<file path="config.mk">
export PLATFORM = sky130hd
export DESIGN_NAME = dhcp_option_tlv_parser_core
export DESIGN_NICKNAME = d
export VERILOG_FILES = /design/src/rtl/dhcpp_core.sv /design/src/rtl/dhcpp_pkg.sv /design/src/rtl/dhcpp_front.sv /design/src/rtl/dhcpp_queue.sv /design/src/rtl/dhcpp_back.sv /design/src/rtl/dhcp_option_tlv_parser_core.sv
export SDC_FILE = /design/constraint.sdc
export NUM_CORES = 1
export LEC_CHECK = 0
export BUFFER_PORTS_ARGS = -buffer_cell sky130_fd_sc_hd__buf_4
export CAP_MARGIN = 20
export CORE_UTILIZATION = 55
export CTS_CLUSTER_SIZE = 10
export DETAILED_ROUTE_END_ITERATION = 6
export PLACE_DENSITY = 0.75
export SKIP_CTS_REPAIR_TIMING = 1
export SKIP_LAST_GASP = 1
export SLEW_MARGIN = 20
export SYNTH_ARGS = -nofsm -noshare
export SYNTH_HDL_FRONTEND = slang
export SYNTH_SLANG_ARGS = --single-unit
</file>
<file path="constraint.sdc">
create_clock -name clk -period 4.6 [get_ports clk]
set_clock_uncertainty 0.1 [all_clocks]
set_input_delay 0.23 -clock clk [delete_from_list [all_inputs] [get_ports clk]]
set_output_delay 0.23 -clock clk [all_outputs]
set_load 0.01 [all_outputs]
</file>
<file path="src/rtl/dhcpp_core.sv">
// no logic here: the top level is dhcp_option_tlv_parser_core in its own file

</file>
<file path="src/rtl/dhcpp_pkg.sv">
// shared types, codes and constants of the dhcp option parser
package dhcpp_pkg;

  // option codes with special handling
  localparam logic [7:0] OPT_PAD    = 8'd0;
  localparam logic [7:0] OPT_TYPE   = 8'd53;
  localparam logic [7:0] OPT_REQ    = 8'd55;
  localparam logic [7:0] OPT_VENDOR = 8'd60;
  localparam logic [7:0] OPT_END    = 8'd255;

  // default count limit and record queue depth
  localparam int MAX_OPTS_DEF = 32;
  localparam int Q_DEPTH_DEF  = 4;

  // record kinds
  typedef enum logic [1:0] {
    REC_OPTION  = 2'd0,
    REC_REQUEST = 2'd1,
    REC_VENDOR  = 2'd2,
    REC_SUMMARY = 2'd3
  } rec_kind_t;

  // parser phase
  typedef enum logic [1:0] {
    PH_CODE = 2'd0,
    PH_LEN  = 2'd1,
    PH_DATA = 2'd2,
    PH_DONE = 2'd3
  } phase_t;

  // input item
  typedef struct packed {
    logic [7:0] data_byte;
    logic       last;
  } in_item_t;

  // result item
  typedef struct packed {
    rec_kind_t  rec_kind;
    logic [7:0] value;
    logic [7:0] position;
    logic [7:0] msg_type;
    logic [5:0] opt_count;
    logic [5:0] req_count;
    logic [7:0] vendor_len;
    logic       truncated;
    logic       overflow;
    logic       last_out;
  } out_item_t;

  // records pushed by the parser in one cycle, first present in rec0
  typedef struct packed {
    logic [1:0] cnt;
    out_item_t  rec0;
    out_item_t  rec1;
  } push_t;

  // queue status seen by the parser and the output stage
  typedef struct packed {
    logic space_ok;
    logic head_valid;
  } q_stat_t;

endpackage

</file>
<file path="src/rtl/dhcpp_front.sv">
// option walker: accepts bytes, tracks tlv state and builds records
module dhcpp_front #(
  parameter int MAX_OPTS = dhcpp_pkg::MAX_OPTS_DEF
) (
  input  logic                clk,
  input  logic                rst_n,
  input  logic                in_valid,
  output logic                in_stall,
  input  dhcpp_pkg::in_item_t in_data,
  input  dhcpp_pkg::q_stat_t  q_stat,
  output dhcpp_pkg::push_t    push
);
  import dhcpp_pkg::*;

  localparam logic [5:0] MAX_C = 6'(MAX_OPTS);

  phase_t     phase_r, phase_nxt, phase_step;
  logic [7:0] code_r, code_nxt;
  logic [7:0] len_r, len_nxt;
  logic [7:0] left_r, left_nxt;
  logic [5:0] opt_tot_r, opt_tot_nxt;
  logic [5:0] req_tot_r, req_tot_nxt;
  logic [7:0] mtype_r, mtype_nxt;
  logic [7:0] vlen_r, vlen_nxt;
  logic       ovf_r, ovf_nxt;

  logic       in_fire;
  logic [7:0] left_dec;
  logic       rec_en;
  rec_kind_t  rec_kind;
  logic [7:0] rec_pos;
  out_item_t  rec_a, rec_sum;

  assign in_stall = !q_stat.space_ok;
  assign in_fire  = in_valid && !q_stat.space_ok == 1'b0;
  assign left_dec = left_r - 8'd1;

  // next phase
  always_comb begin
    phase_step = phase_r;
    unique case (phase_r)
      PH_CODE: begin
        if (in_data.data_byte == OPT_END) begin
          phase_step = PH_DONE;
        end else if (in_data.data_byte != OPT_PAD) begin
          phase_step = PH_LEN;
        end
      end
      PH_LEN: begin
        phase_step = (in_data.data_byte == 8'd0) ? PH_CODE : PH_DATA;
      end
      PH_DATA: begin
        if (left_dec == 8'd0) begin
          phase_step = PH_CODE;
        end
      end
      PH_DONE: phase_step = PH_DONE;
      default: phase_step = PH_CODE;
    endcase
    phase_nxt = in_data.last ? PH_CODE : phase_step;
  end

  // datapath state and record contents
  always_comb begin
    code_nxt    = code_r;
    len_nxt     = len_r;
    left_nxt    = left_r;
    opt_tot_nxt = opt_tot_r;
    req_tot_nxt = req_tot_r;
    mtype_nxt   = mtype_r;
    vlen_nxt    = vlen_r;
    ovf_nxt     = ovf_r;
    rec_en      = 1'b0;
    rec_kind    = REC_OPTION;
    rec_pos     = 8'd0;
    unique case (phase_r)
      PH_CODE: begin
        rec_en   = 1'b1;
        rec_kind = REC_OPTION;
        rec_pos  = {2'b00, opt_tot_r};
        code_nxt = in_data.data_byte;
        if (opt_tot_r >= MAX_C) begin
          ovf_nxt = 1'b1;
        end else begin
          opt_tot_nxt = opt_tot_r + 6'd1;
        end
      end
      PH_LEN: begin
        len_nxt  = in_data.data_byte;
        left_nxt = in_data.data_byte;
        if (code_r == OPT_VENDOR) begin
          vlen_nxt = 8'd0;
        end
      end
      PH_DATA: begin
        left_nxt = left_dec;
        if (code_r == OPT_TYPE && len_r == 8'd1) begin
          mtype_nxt = in_data.data_byte;
        end else if (code_r == OPT_REQ) begin
          rec_en   = 1'b1;
          rec_kind = REC_REQUEST;
          rec_pos  = {2'b00, req_tot_r};
          if (req_tot_r >= MAX_C) begin
            ovf_nxt = 1'b1;
          end else begin
            req_tot_nxt = req_tot_r + 6'd1;
          end
        end else if (code_r == OPT_VENDOR) begin
          rec_en   = 1'b1;
          rec_kind = REC_VENDOR;
          rec_pos  = len_r - left_r;
          vlen_nxt = rec_pos + 8'd1;
        end
      end
      PH_DONE: ;
      default: ;
    endcase

    // both records carry the state as updated by this byte
    rec_a.rec_kind   = rec_kind;
    rec_a.value      = in_data.data_byte;
    rec_a.position   = rec_pos;
    rec_a.msg_type   = mtype_nxt;
    rec_a.opt_count  = opt_tot_nxt;
    rec_a.req_count  = req_tot_nxt;
    rec_a.vendor_len = vlen_nxt;
    rec_a.truncated  = 1'b0;
    rec_a.overflow   = ovf_nxt;
    rec_a.last_out   = 1'b0;

    rec_sum            = rec_a;
    rec_sum.rec_kind   = REC_SUMMARY;
    rec_sum.value      = 8'd0;
    rec_sum.position   = 8'd0;
    rec_sum.truncated  = (phase_step == PH_LEN) || (phase_step == PH_DATA);
    rec_sum.last_out   = 1'b1;
  end

  // pack the records for the queue, first present in slot 0
  always_comb begin
    push.rec0 = rec_en ? rec_a : rec_sum;
    push.rec1 = rec_sum;
    push.cnt  = 2'd0;
    if (in_fire) begin
      push.cnt = {1'b0, rec_en} + {1'b0, in_data.last};
    end
  end

  // state registers, cleared at the end of each packet
  always_ff @(posedge clk) begin
    if (!rst_n) begin
      phase_r   <= PH_CODE;
      code_r    <= 8'd0;
      len_r     <= 8'd0;
      left_r    <= 8'd0;
      opt_tot_r <= 6'd0;
      req_tot_r <= 6'd0;
      mtype_r   <= 8'd0;
      vlen_r    <= 8'd0;
      ovf_r     <= 1'b0;
    end else if (in_fire) begin
      phase_r <= phase_nxt;
      if (in_data.last) begin
        code_r    <= 8'd0;
        len_r     <= 8'd0;
        left_r    <= 8'd0;
        opt_tot_r <= 6'd0;
        req_tot_r <= 6'd0;
        mtype_r   <= 8'd0;
        vlen_r    <= 8'd0;
        ovf_r     <= 1'b0;
      end else begin
        code_r    <= code_nxt;
        len_r     <= len_nxt;
        left_r    <= left_nxt;
        opt_tot_r <= opt_tot_nxt;
        req_tot_r <= req_tot_nxt;
        mtype_r   <= mtype_nxt;
        vlen_r    <= vlen_nxt;
        ovf_r     <= ovf_nxt;
      end
    end
  end

endmodule

</file>
<file path="src/rtl/dhcpp_queue.sv">
// record queue: up to two writes and one read per cycle
module dhcpp_queue #(
  parameter int Q_DEPTH = dhcpp_pkg::Q_DEPTH_DEF,
  localparam int AW = (Q_DEPTH > 1) ? $clog2(Q_DEPTH) : 1,
  localparam int CW = $clog2(Q_DEPTH + 1)
) (
  input  logic                 clk,
  input  logic                 rst_n,
  input  dhcpp_pkg::push_t     push,
  input  logic                 pop,
  output dhcpp_pkg::q_stat_t   q_stat,
  output dhcpp_pkg::out_item_t head,
  output logic [CW-1:0]        q_count
);
  import dhcpp_pkg::*;

  localparam logic [AW-1:0] LAST_IDX = AW'(Q_DEPTH - 1);

  out_item_t     mem_r [Q_DEPTH];
  logic [AW-1:0] wr_ptr_r, wr_ptr_nxt, wr_ptr_p1;
  logic [AW-1:0] rd_ptr_r, rd_ptr_nxt;
  logic [CW-1:0] count_r, count_nxt;

  // wrapping pointer increment
  function automatic logic [AW-1:0] inc_ptr(input logic [AW-1:0] p);
    inc_ptr = (p == LAST_IDX) ? '0 : p + AW'(1);
  endfunction

  assign wr_ptr_p1         = inc_ptr(wr_ptr_r);
  assign head              = mem_r[rd_ptr_r];
  assign q_count           = count_r;
  assign q_stat.head_valid = (count_r != '0);
  assign q_stat.space_ok   = (count_r <= CW'(Q_DEPTH - 2));

  // pointer and fill count update
  always_comb begin
    wr_ptr_nxt = wr_ptr_r;
    case (push.cnt)
      2'd1:    wr_ptr_nxt = wr_ptr_p1;
      2'd2:    wr_ptr_nxt = inc_ptr(wr_ptr_p1);
      default: wr_ptr_nxt = wr_ptr_r;
    endcase
    rd_ptr_nxt = pop ? inc_ptr(rd_ptr_r) : rd_ptr_r;
    count_nxt  = count_r + CW'(push.cnt) - CW'(pop);
  end

  // entry writes
  always_ff @(posedge clk) begin
    if (push.cnt != 2'd0) begin
      mem_r[wr_ptr_r] <= push.rec0;
    end
    if (push.cnt == 2'd2) begin
      mem_r[wr_ptr_p1] <= push.rec1;
    end
  end

  // control registers
  always_ff @(posedge clk) begin
    if (!rst_n) begin
      wr_ptr_r <= '0;
      rd_ptr_r <= '0;
      count_r  <= '0;
    end else begin
      wr_ptr_r <= wr_ptr_nxt;
      rd_ptr_r <= rd_ptr_nxt;
      count_r  <= count_nxt;
    end
  end

endmodule

</file>
<file path="src/rtl/dhcpp_back.sv">
// output stage: drains the queue into the result register
module dhcpp_back (
  input  logic                 clk,
  input  logic                 rst_n,
  input  dhcpp_pkg::q_stat_t   q_stat,
  input  dhcpp_pkg::out_item_t head,
  output logic                 pop,
  output logic                 out_valid,
  input  logic                 out_stall,
  output dhcpp_pkg::out_item_t out_data
);
  import dhcpp_pkg::*;

  logic      out_valid_r, out_valid_nxt;
  out_item_t out_data_r;

  // load a new record when the register is empty or being taken
  assign pop           = q_stat.head_valid && (!out_valid_r || !out_stall);
  assign out_valid_nxt = pop || (out_valid_r && out_stall);
  assign out_valid     = out_valid_r;
  assign out_data      = out_data_r;

  always_ff @(posedge clk) begin
    if (!rst_n) begin
      out_valid_r <= 1'b0;
    end else begin
      out_valid_r <= out_valid_nxt;
    end
  end

  always_ff @(posedge clk) begin
    if (pop) begin
      out_data_r <= head;
    end
  end

endmodule

</file>
<file path="src/rtl/dhcp_option_tlv_parser_core.sv">
// Top level of the DHCP option parser. Bytes of the option area (after the
// magic cookie) enter one per cycle while in_stall is low, the last byte
// flagged. The walker emits an option record per code byte (pad and end
// included), a requested-option record per byte of option 55 and a vendor
// record per byte of option 60, and a summary record after the last byte;
// option 53 of length 1 sets the message type and bytes after END give no
// record. Records pass through a Q_DEPTH-entry queue (four by default) into
// the output register, one record leaves per cycle while out_stall is low,
// so the sustained rate is one byte per cycle while bytes give at most one
// record each; a byte giving two records (a last byte that also yields an
// option, request or vendor record) is absorbed by the queue. The input
// stalls while fewer than two queue entries are free. Counts saturate at
// MAX_OPTS and all packet state clears after the summary.
module dhcp_option_tlv_parser_core #(
  parameter int MAX_OPTS = dhcpp_pkg::MAX_OPTS_DEF,
  parameter int Q_DEPTH  = dhcpp_pkg::Q_DEPTH_DEF
) (
  input  logic                 clk,
  input  logic                 rst_n,
  input  logic                 in_valid,
  output logic                 in_stall,
  input  dhcpp_pkg::in_item_t  in_data,
  output logic                 out_valid,
  input  logic                 out_stall,
  output dhcpp_pkg::out_item_t out_data
);
  import dhcpp_pkg::*;

  localparam int CW = $clog2(Q_DEPTH + 1);

  push_t         push;
  q_stat_t       q_stat;
  out_item_t     head;
  logic          pop;
  logic [CW-1:0] q_count;

  dhcpp_front #(
    .MAX_OPTS (MAX_OPTS)
  ) u_front (
    .clk      (clk),
    .rst_n    (rst_n),
    .in_valid (in_valid),
    .in_stall (in_stall),
    .in_data  (in_data),
    .q_stat   (q_stat),
    .push     (push)
  );

  dhcpp_queue #(
    .Q_DEPTH (Q_DEPTH)
  ) u_queue (
    .clk     (clk),
    .rst_n   (rst_n),
    .push    (push),
    .pop     (pop),
    .q_stat  (q_stat),
    .head    (head),
    .q_count (q_count)
  );

  dhcpp_back u_back (
    .clk       (clk),
    .rst_n     (rst_n),
    .q_stat    (q_stat),
    .head      (head),
    .pop       (pop),
    .out_valid (out_valid),
    .out_stall (out_stall),
    .out_data  (out_data)
  );

`ifndef NO_ASSERTIONS
  // queue never holds more than its depth
  a_q_bound: assert property (@(posedge clk) disable iff (!rst_n)
    q_count <= CW'(Q_DEPTH))
    else $error("record queue overfilled");

  // a last byte always leaves a summary on its way out
  a_sum_queued: assert property (@(posedge clk) disable iff (!rst_n)
    (in_valid && !in_stall && in_data.last) |=> (q_count != '0 || out_valid))
    else $error("summary record missing after last byte");

  // only summary records close a packet
  a_last_kind: assert property (@(posedge clk) disable iff (!rst_n)
    (out_valid && out_data.last_out) |-> (out_data.rec_kind == REC_SUMMARY))
    else $error("last_out on a non-summary record");

  // truncation is reported on summaries only
  a_trunc_kind: assert property (@(posedge clk) disable iff (!rst_n)
    (out_valid && out_data.rec_kind != REC_SUMMARY) |->
      (!out_data.truncated && !out_data.last_out))
    else $error("summary flags on a data record");
`endif

endmodule

</file>
==> flow_summary_export.csv, run 1 <==
group,metric,value,unit
run_status,status,"finished, violations left",
run_status,violations,"negative hold slack",
synthesis,async_flop_share,0,%
synthesis,synth_area_leaders,"edfxtp_1 37%, dfxtp_1 21%, mux4_2 8.1%",
placement,portBuffers,63,
layout,mostFrequentLayoutCell,"nor2_1",
synthesis,yosys_warnings,0,
grt,grt_pass1_wl,50.6,mm
layout,drive_above_1_share,15.9,%
setup_path,path_max_fanout,22,
floorplan,die_h,159,um
synthesis,avgSynthCellArea,11.3,um2
pwr,p_seq_share,44.6,%
pwr,p_per_area,612,nW/um2
synthesis,syn-cell-area,13600,um2
run,drv_cap,0,
layout,layout_common_cells,"217 x nor2_1, 169 x edfxtp_1, 137 x dfxtp_1, 91 x buf_4, 89 x nand2_1",
timing,slew_headroom,32.9,%
setup_path,required,4690,ps
route,drc,0,
clocking,clockBufferDepth,3,
timing,rsz0062_at_grt,"false",
pwr,p_clk_share,27.8,%
synthesis,yosysTopAreaCell,"edfxtp_1",
synthesis,synth_edf_count,169,
layout,utilization,64.0,%
grt,first_global_vias,9315,
route,vias,9594,
timing,finalSetupTns,0,ps
grt,grt_start_max_net_pins,52,
floorplan,fp-row-count,57,
layout,num_antenna_cells,0,
layout,area_delta_synth_final,14.5,%
floorplan,die_area,25300,um2
floorplan,start_util,55.9,%
placement,dp.cells,1530,
synthesis,synth_nets,1243,
pwr,leakagePower,0.00551,uW
floorplan,ios,64,
timing,final-hold-violation-count,2,
layout,finalNetCount,1300,
clocking,cts_tree,"done",
pwr,swShare,30.4,%
synthesis,yosysSeqAreaShare,57.9,%
timing,slew_violations,0,
clocking,numClockSinks,308,
layout,regArea,7860,um2
setup_path,startpoint_type,"register",
timing,hold-worst-slack,-0.304,ps
synthesis,syn_inst,1197,
grt,track_usage,25.4,%
pwr,p_total,9500,uW
hold_path,worstHoldPathType,"in2reg",
route,routed_wl,31.7,mm
floorplan,die_w,159,um
clocking,cts_htree_levels,2,
grt,grt-ovfl-total,0,
layout,instances_no_fill,1604,
setup_path,path_class,"reg2reg",
route,antenna_left,0,
placement,gp_congestion,0.927,
floorplan,core_area,24200,um2
setup_path,endpoint_kind,"register",
pwr,internal-power,6610,uW
grt,antenna_found_initial,0,
timing,setup_viol,0,
setup_path,cp.arrival,3830,ps
route,vias_per_cell,5.98,
pwr,combPwrFrac,27.7,%
synthesis,synth-main-ff-cell,"edfxtp_1",
clocking,cts-root-buf,"clkbuf_16",
placement,dp_hpwl,20.4,mm
route,first_iter_violations,880,
pwr,peakVddDrop,0.387,mV
layout,fill_cells,1836,
synthesis,ys_types,65,
clocking,clk_pin_slew,50,ps
pwr,p_sw,2890,uW
timing,fin_crit,3750,ps
route,wire_per_inst,19.8,um
synthesis,yosysTopAreaCellShare,37.4,%
clocking,clk_latency,510,ps
timing,tightest_slew,1010,ps
timing,fin_crit_sh,81.5,%
synthesis,synth-seq-cells,308,
timing,max_freq,267,MHz
route,firstDrtPassIters,7,
layout,multi_input_area,5250,um2
clocking,numCtsBuffers,37,
[final timing paths]
| path | slack (ps) | depth (start not counted) | start | end |
|---|---|---|---|---|
| max | 850 | 13 | u_front.phase_r[0] | u_queue.mem_r[0][18] |
| min | -0.3 | 3 | in_data[5] | u_queue.mem_r[0][43] |
| max reg2reg | 850 | 13 | u_front.phase_r[0] | u_queue.mem_r[0][18] |
| min reg2reg | 350 | 2 | u_queue.mem_r[3][0] | u_queue.mem_r[3][0] |
[sequential cells by signal (all words and copies together) (netlist names)]
name,cells
u_queue.rd_ptr_r,2
u_front.len_r,8
u_front.ovf_r,1
u_back.out_valid,1
u_front.left_r,8
u_queue.q_count,3
u_front.mtype_r,8
u_front.opt_tot_r,6
u_back.out_data,49
u_queue.wr_ptr_r,2
u_queue.mem_r,196
u_front.vlen_r,8
u_front.phase_r,2
u_front.code_r,8
u_front.req_tot_r,6
[logic make-up (layout without fill, tap and decap cells)]
logic type,Yosys count,after routing,synth area share (%)
simple gates,451,451,14.8
buf+inv,118,201,3.52
fa+ha+maj,33,33,3.16
mux,61,61,9.03
xor+xnor,23,23,1.49
compound gates,203,203,10.1
flops,308,308,57.9
[layer usage]
layer | vias to the layer above | global-route usage [%] | part of all wire, %
met2 | 427 | 39.9 | 47
met3 | 65 | 4.61 | 7.9
met4 | 0 | 9.18 | 3.0
met5 | - | 0 | 0
li1 | 4457 | - | -
met1 | 4645 | 35.5 | 43
[final cells by class]
type / instances / share of cell area (%)
Tap cell: 324 / 2.61
Clock inverter: 4 / 0.339
Clock buffer: 61 / 6.61
Sequential cell: 308 / 50.6
Timing Repair Buffer: 101 / 5.11
Inverter: 35 / 0.846
Multi-Input combinational cell: 771 / 33.8
[critical path, cell delays in order (launching register included)]
cell and delay (ps):
dfxtp_1 330, inv_1 110, ha_1 160, buf_4 230
inv_1 180, nor3_1 360, a21o_1 200, ha_1 230
nand2_1 110, ha_1 340, and2_1 220, nor2_2 50
inv_1 430, buf_4 380
[power by group through the flow]
stage / clock network [uW] / logic (uW) / registers [uW]
finish: 2640 / 2630 / 4230
floorplan: 0 / 1760 / 4190
CTS: 2670 / 2630 / 4230
global placement: 0 / 2580 / 4240
global route: 2790 / 2850 / 4320
detailed placement: 0 / 2620 / 4280
[synth_stat cells, types with 11 or more instances]
master and n:
o21ai_0 18, nand2_1 89, a211oi_1 26, a22o_1 11, nor2_1 221, nor2b_1 12, inv_1 35, xnor2_1 11
a21oi_1 68, edfxtp_1 169, and2_1 12, ha_1 31, mux4_2 49, dfxtp_1 139, xor2_1 12, nor3_1 12
clkbuf_1 67, mux2i_1 11, a22oi_1 27, nand3_1 56
[through the flow]
stage,setup slack [ps],cell area (um2)
floorplan,531,13600
global placement,967,14400
detailed placement,830,14400
CTS,826,15400
global route,557,15500
finish,853,15500
Note: power is estimated with default switching activity, not from simulation.
==> run 2, diff against run 1 <==
Clock period 4.6 ns to 3.2 ns, I/O delays scaled along.
==> flow_summary_export.csv, run 2 (synthesized netlist as in run 1, its figures left out) <==
group,metric,value,unit
route,vias,9638,
layout,layout_common_cells,"217 x nor2_1, 169 x edfxtp_1, 135 x dfxtp_1, 104 x buf_4, 88 x nand2_1",
floorplan,core_area,24200,um2
hold_path,hold_end,"u_front.opt_tot_r[1]",
setup_path,crit_buf_inv,2,
grt,grt-ovfl-total,0,
pwr,p_per_area,869,nW/um2
clocking,numClockSinks,308,
setup_path,cp.arrival,3350,ps
placement,portBuffers,63,
layout,largest_reg_flops,196,
setup_path,endpoint_kind,"register",
layout,fill_cells,1842,
setup_path,rrSetupSlack,120,ps
floorplan,fp-row-count,57,
layout,finalNetCount,1318,
pwr,peakVddDrop,0.855,mV
timing,fin_crit,3080,ps
route,first_iter_violations,1000,
grt,track_usage,26.6,%
layout,drive_above_1_share,18.4,%
grt,grt_start_max_net_pins,53,
clocking,clk_pin_slew,50,ps
clocking,cts_htree_levels,2,
setup_path,cp_slowest_stage_delay,480,ps
placement,gp_congestion,0.876,
pwr,leakagePower,0.00558,uW
setup_path,rr_endpoint,"u_queue.mem_r[1][10]",
setup_path,required,3470,ps
setup_path,path_common_cell,"inv_1",
route,wire_per_inst,20.4,um
layout,regMostFlops,"u_queue.mem_r",
route,antenna_left,0,
timing,slew_headroom,42.4,%
floorplan,die_h,159,um
floorplan,ios,64,
grt,first_global_vias,9581,
layout,multi_input_area,5340,um2
hold_path,min_path_cells,4,
route,drc,0,
floorplan,die_w,159,um
hold_path,worstHoldPathType,"in2reg",
layout,regArea,7860,um2
timing,finalSetupTns,0,ps
timing,final-hold-violation-count,0,
route,vias_per_cell,5.93,
timing,setup_viol,0,
timing,max_freq,325,MHz
setup_path,worst_path_max_delay_cell,"or4_1",
setup_path,critPathTopFamily,"simple AND/OR/NAND/NOR gates",
clocking,clk_latency,510,ps
placement,dp_hpwl,21.4,mm
route,firstDrtPassIters,5,
timing,slew_violations,0,
setup_path,path_max_fanout,5,
layout,num_antenna_cells,0,
setup_path,ff2ff_path_depth,10,
setup_path,startpoint_type,"register",
clocking,cts_tree,"done",
run,drv_cap,0,
clocking,clockBufferDepth,3,
setup_path,path_cells,"inv_1 > ha_1 > inv_1 > fa_2 > a211o_4 > a2111oi_4 > nor3_2 > or3_4 > or4_1 > nand3_1",
clocking,cts-root-buf,"clkbuf_16",
placement,pre_cts_ws,52.6,ps
setup_path,path_class,"reg2reg",
timing,tightest_slew,864,ps
grt,antenna_found_initial,0,
timing,rsz0062_at_grt,"false",
setup_path,rr_startpoint,"u_front.len_r[0]",
timing,fin_crit_sh,96.2,%
layout,mostFrequentLayoutCell,"nor2_1",
timing,fin_ws,121,ps
route,routed_wl,33.0,mm
run_status,status,"finished, final reports clean",
floorplan,die_area,25300,um2
hold_path,holdCritStartpoint,"in_data[0]",
grt,grt_pass1_wl,52.7,mm
floorplan,start_util,55.9,%
clocking,numCtsBuffers,37,
layout,area_delta_synth_final,16.6,%
## run 2: where the power goes
part	internal [uW]	leakage (uW)	switching, uW
sequential	5470	0.00281	462
combinational	1850	0.00226	2210
clock	2220	0.000514	1530
## run 2: how the worst max path moves through the flow
stage | cells after the start | end | start
floorplan | 17 | u_queue.mem_r[0][10] | u_front.phase_r[0]
global placement | 10 | u_queue.mem_r[2][10] | u_front.len_r[0]
detailed placement | 10 | u_queue.mem_r[1][9] | u_front.len_r[0]
CTS | 10 | u_queue.mem_r[1][10] | u_front.len_r[0]
global route | 10 | u_queue.mem_r[2][10] | u_front.len_r[0]
finish | 10 | u_queue.mem_r[1][10] | u_front.len_r[0]
## run 2: through the flow
stage / cells / instance area [um2] / hold slack, ps / utilization, % / total power [uW]
2_1_floorplan: 1197 / 13700 / 196 / - / 8600
3_3_place_gp: 1547 / 14600 / 333 / 60.3 / 9910
3_5_place_dp: 1547 / 14600 / 333 / 60.3 / 10100
4_1_cts: 1614 / 15700 / -188 / 64.7 / 13800
5_1_grt: 1624 / 15800 / 96.8 / 65.2 / 14400
6_report: 1624 / 15800 / 80.4 / 65.2 / 13700
## run 2: worst reg2reg max path: cells and delay by family (launching register included)
family | cells | cell delay, ps
fa+ha+maj | 2 | 530
simple gates | 4 | 1130
flops | 1 | 310
buf+inv | 2 | 120
compound gates | 2 | 770
## run 2: metal layers
layer / routed length [um] / global-route usage [%]
met1: 14100 / 36.5
met2: 15500 / 42.3
met3: 2310 / 4.51
met4: 1060 / 10.5
met5: 0 / 0
## run 2: cell type report
| class | count | share of cell area (%) |
|---|---|---|
| Clock inverter | 3 | 0.190 |
| Tap cell | 324 | 2.56 |
| Sequential cell | 308 | 49.7 |
| Multi-Input combinational cell | 771 | 33.8 |
| Timing Repair Buffer | 119 | 6.20 |
| Inverter | 35 | 0.942 |
| Clock buffer | 64 | 6.63 |
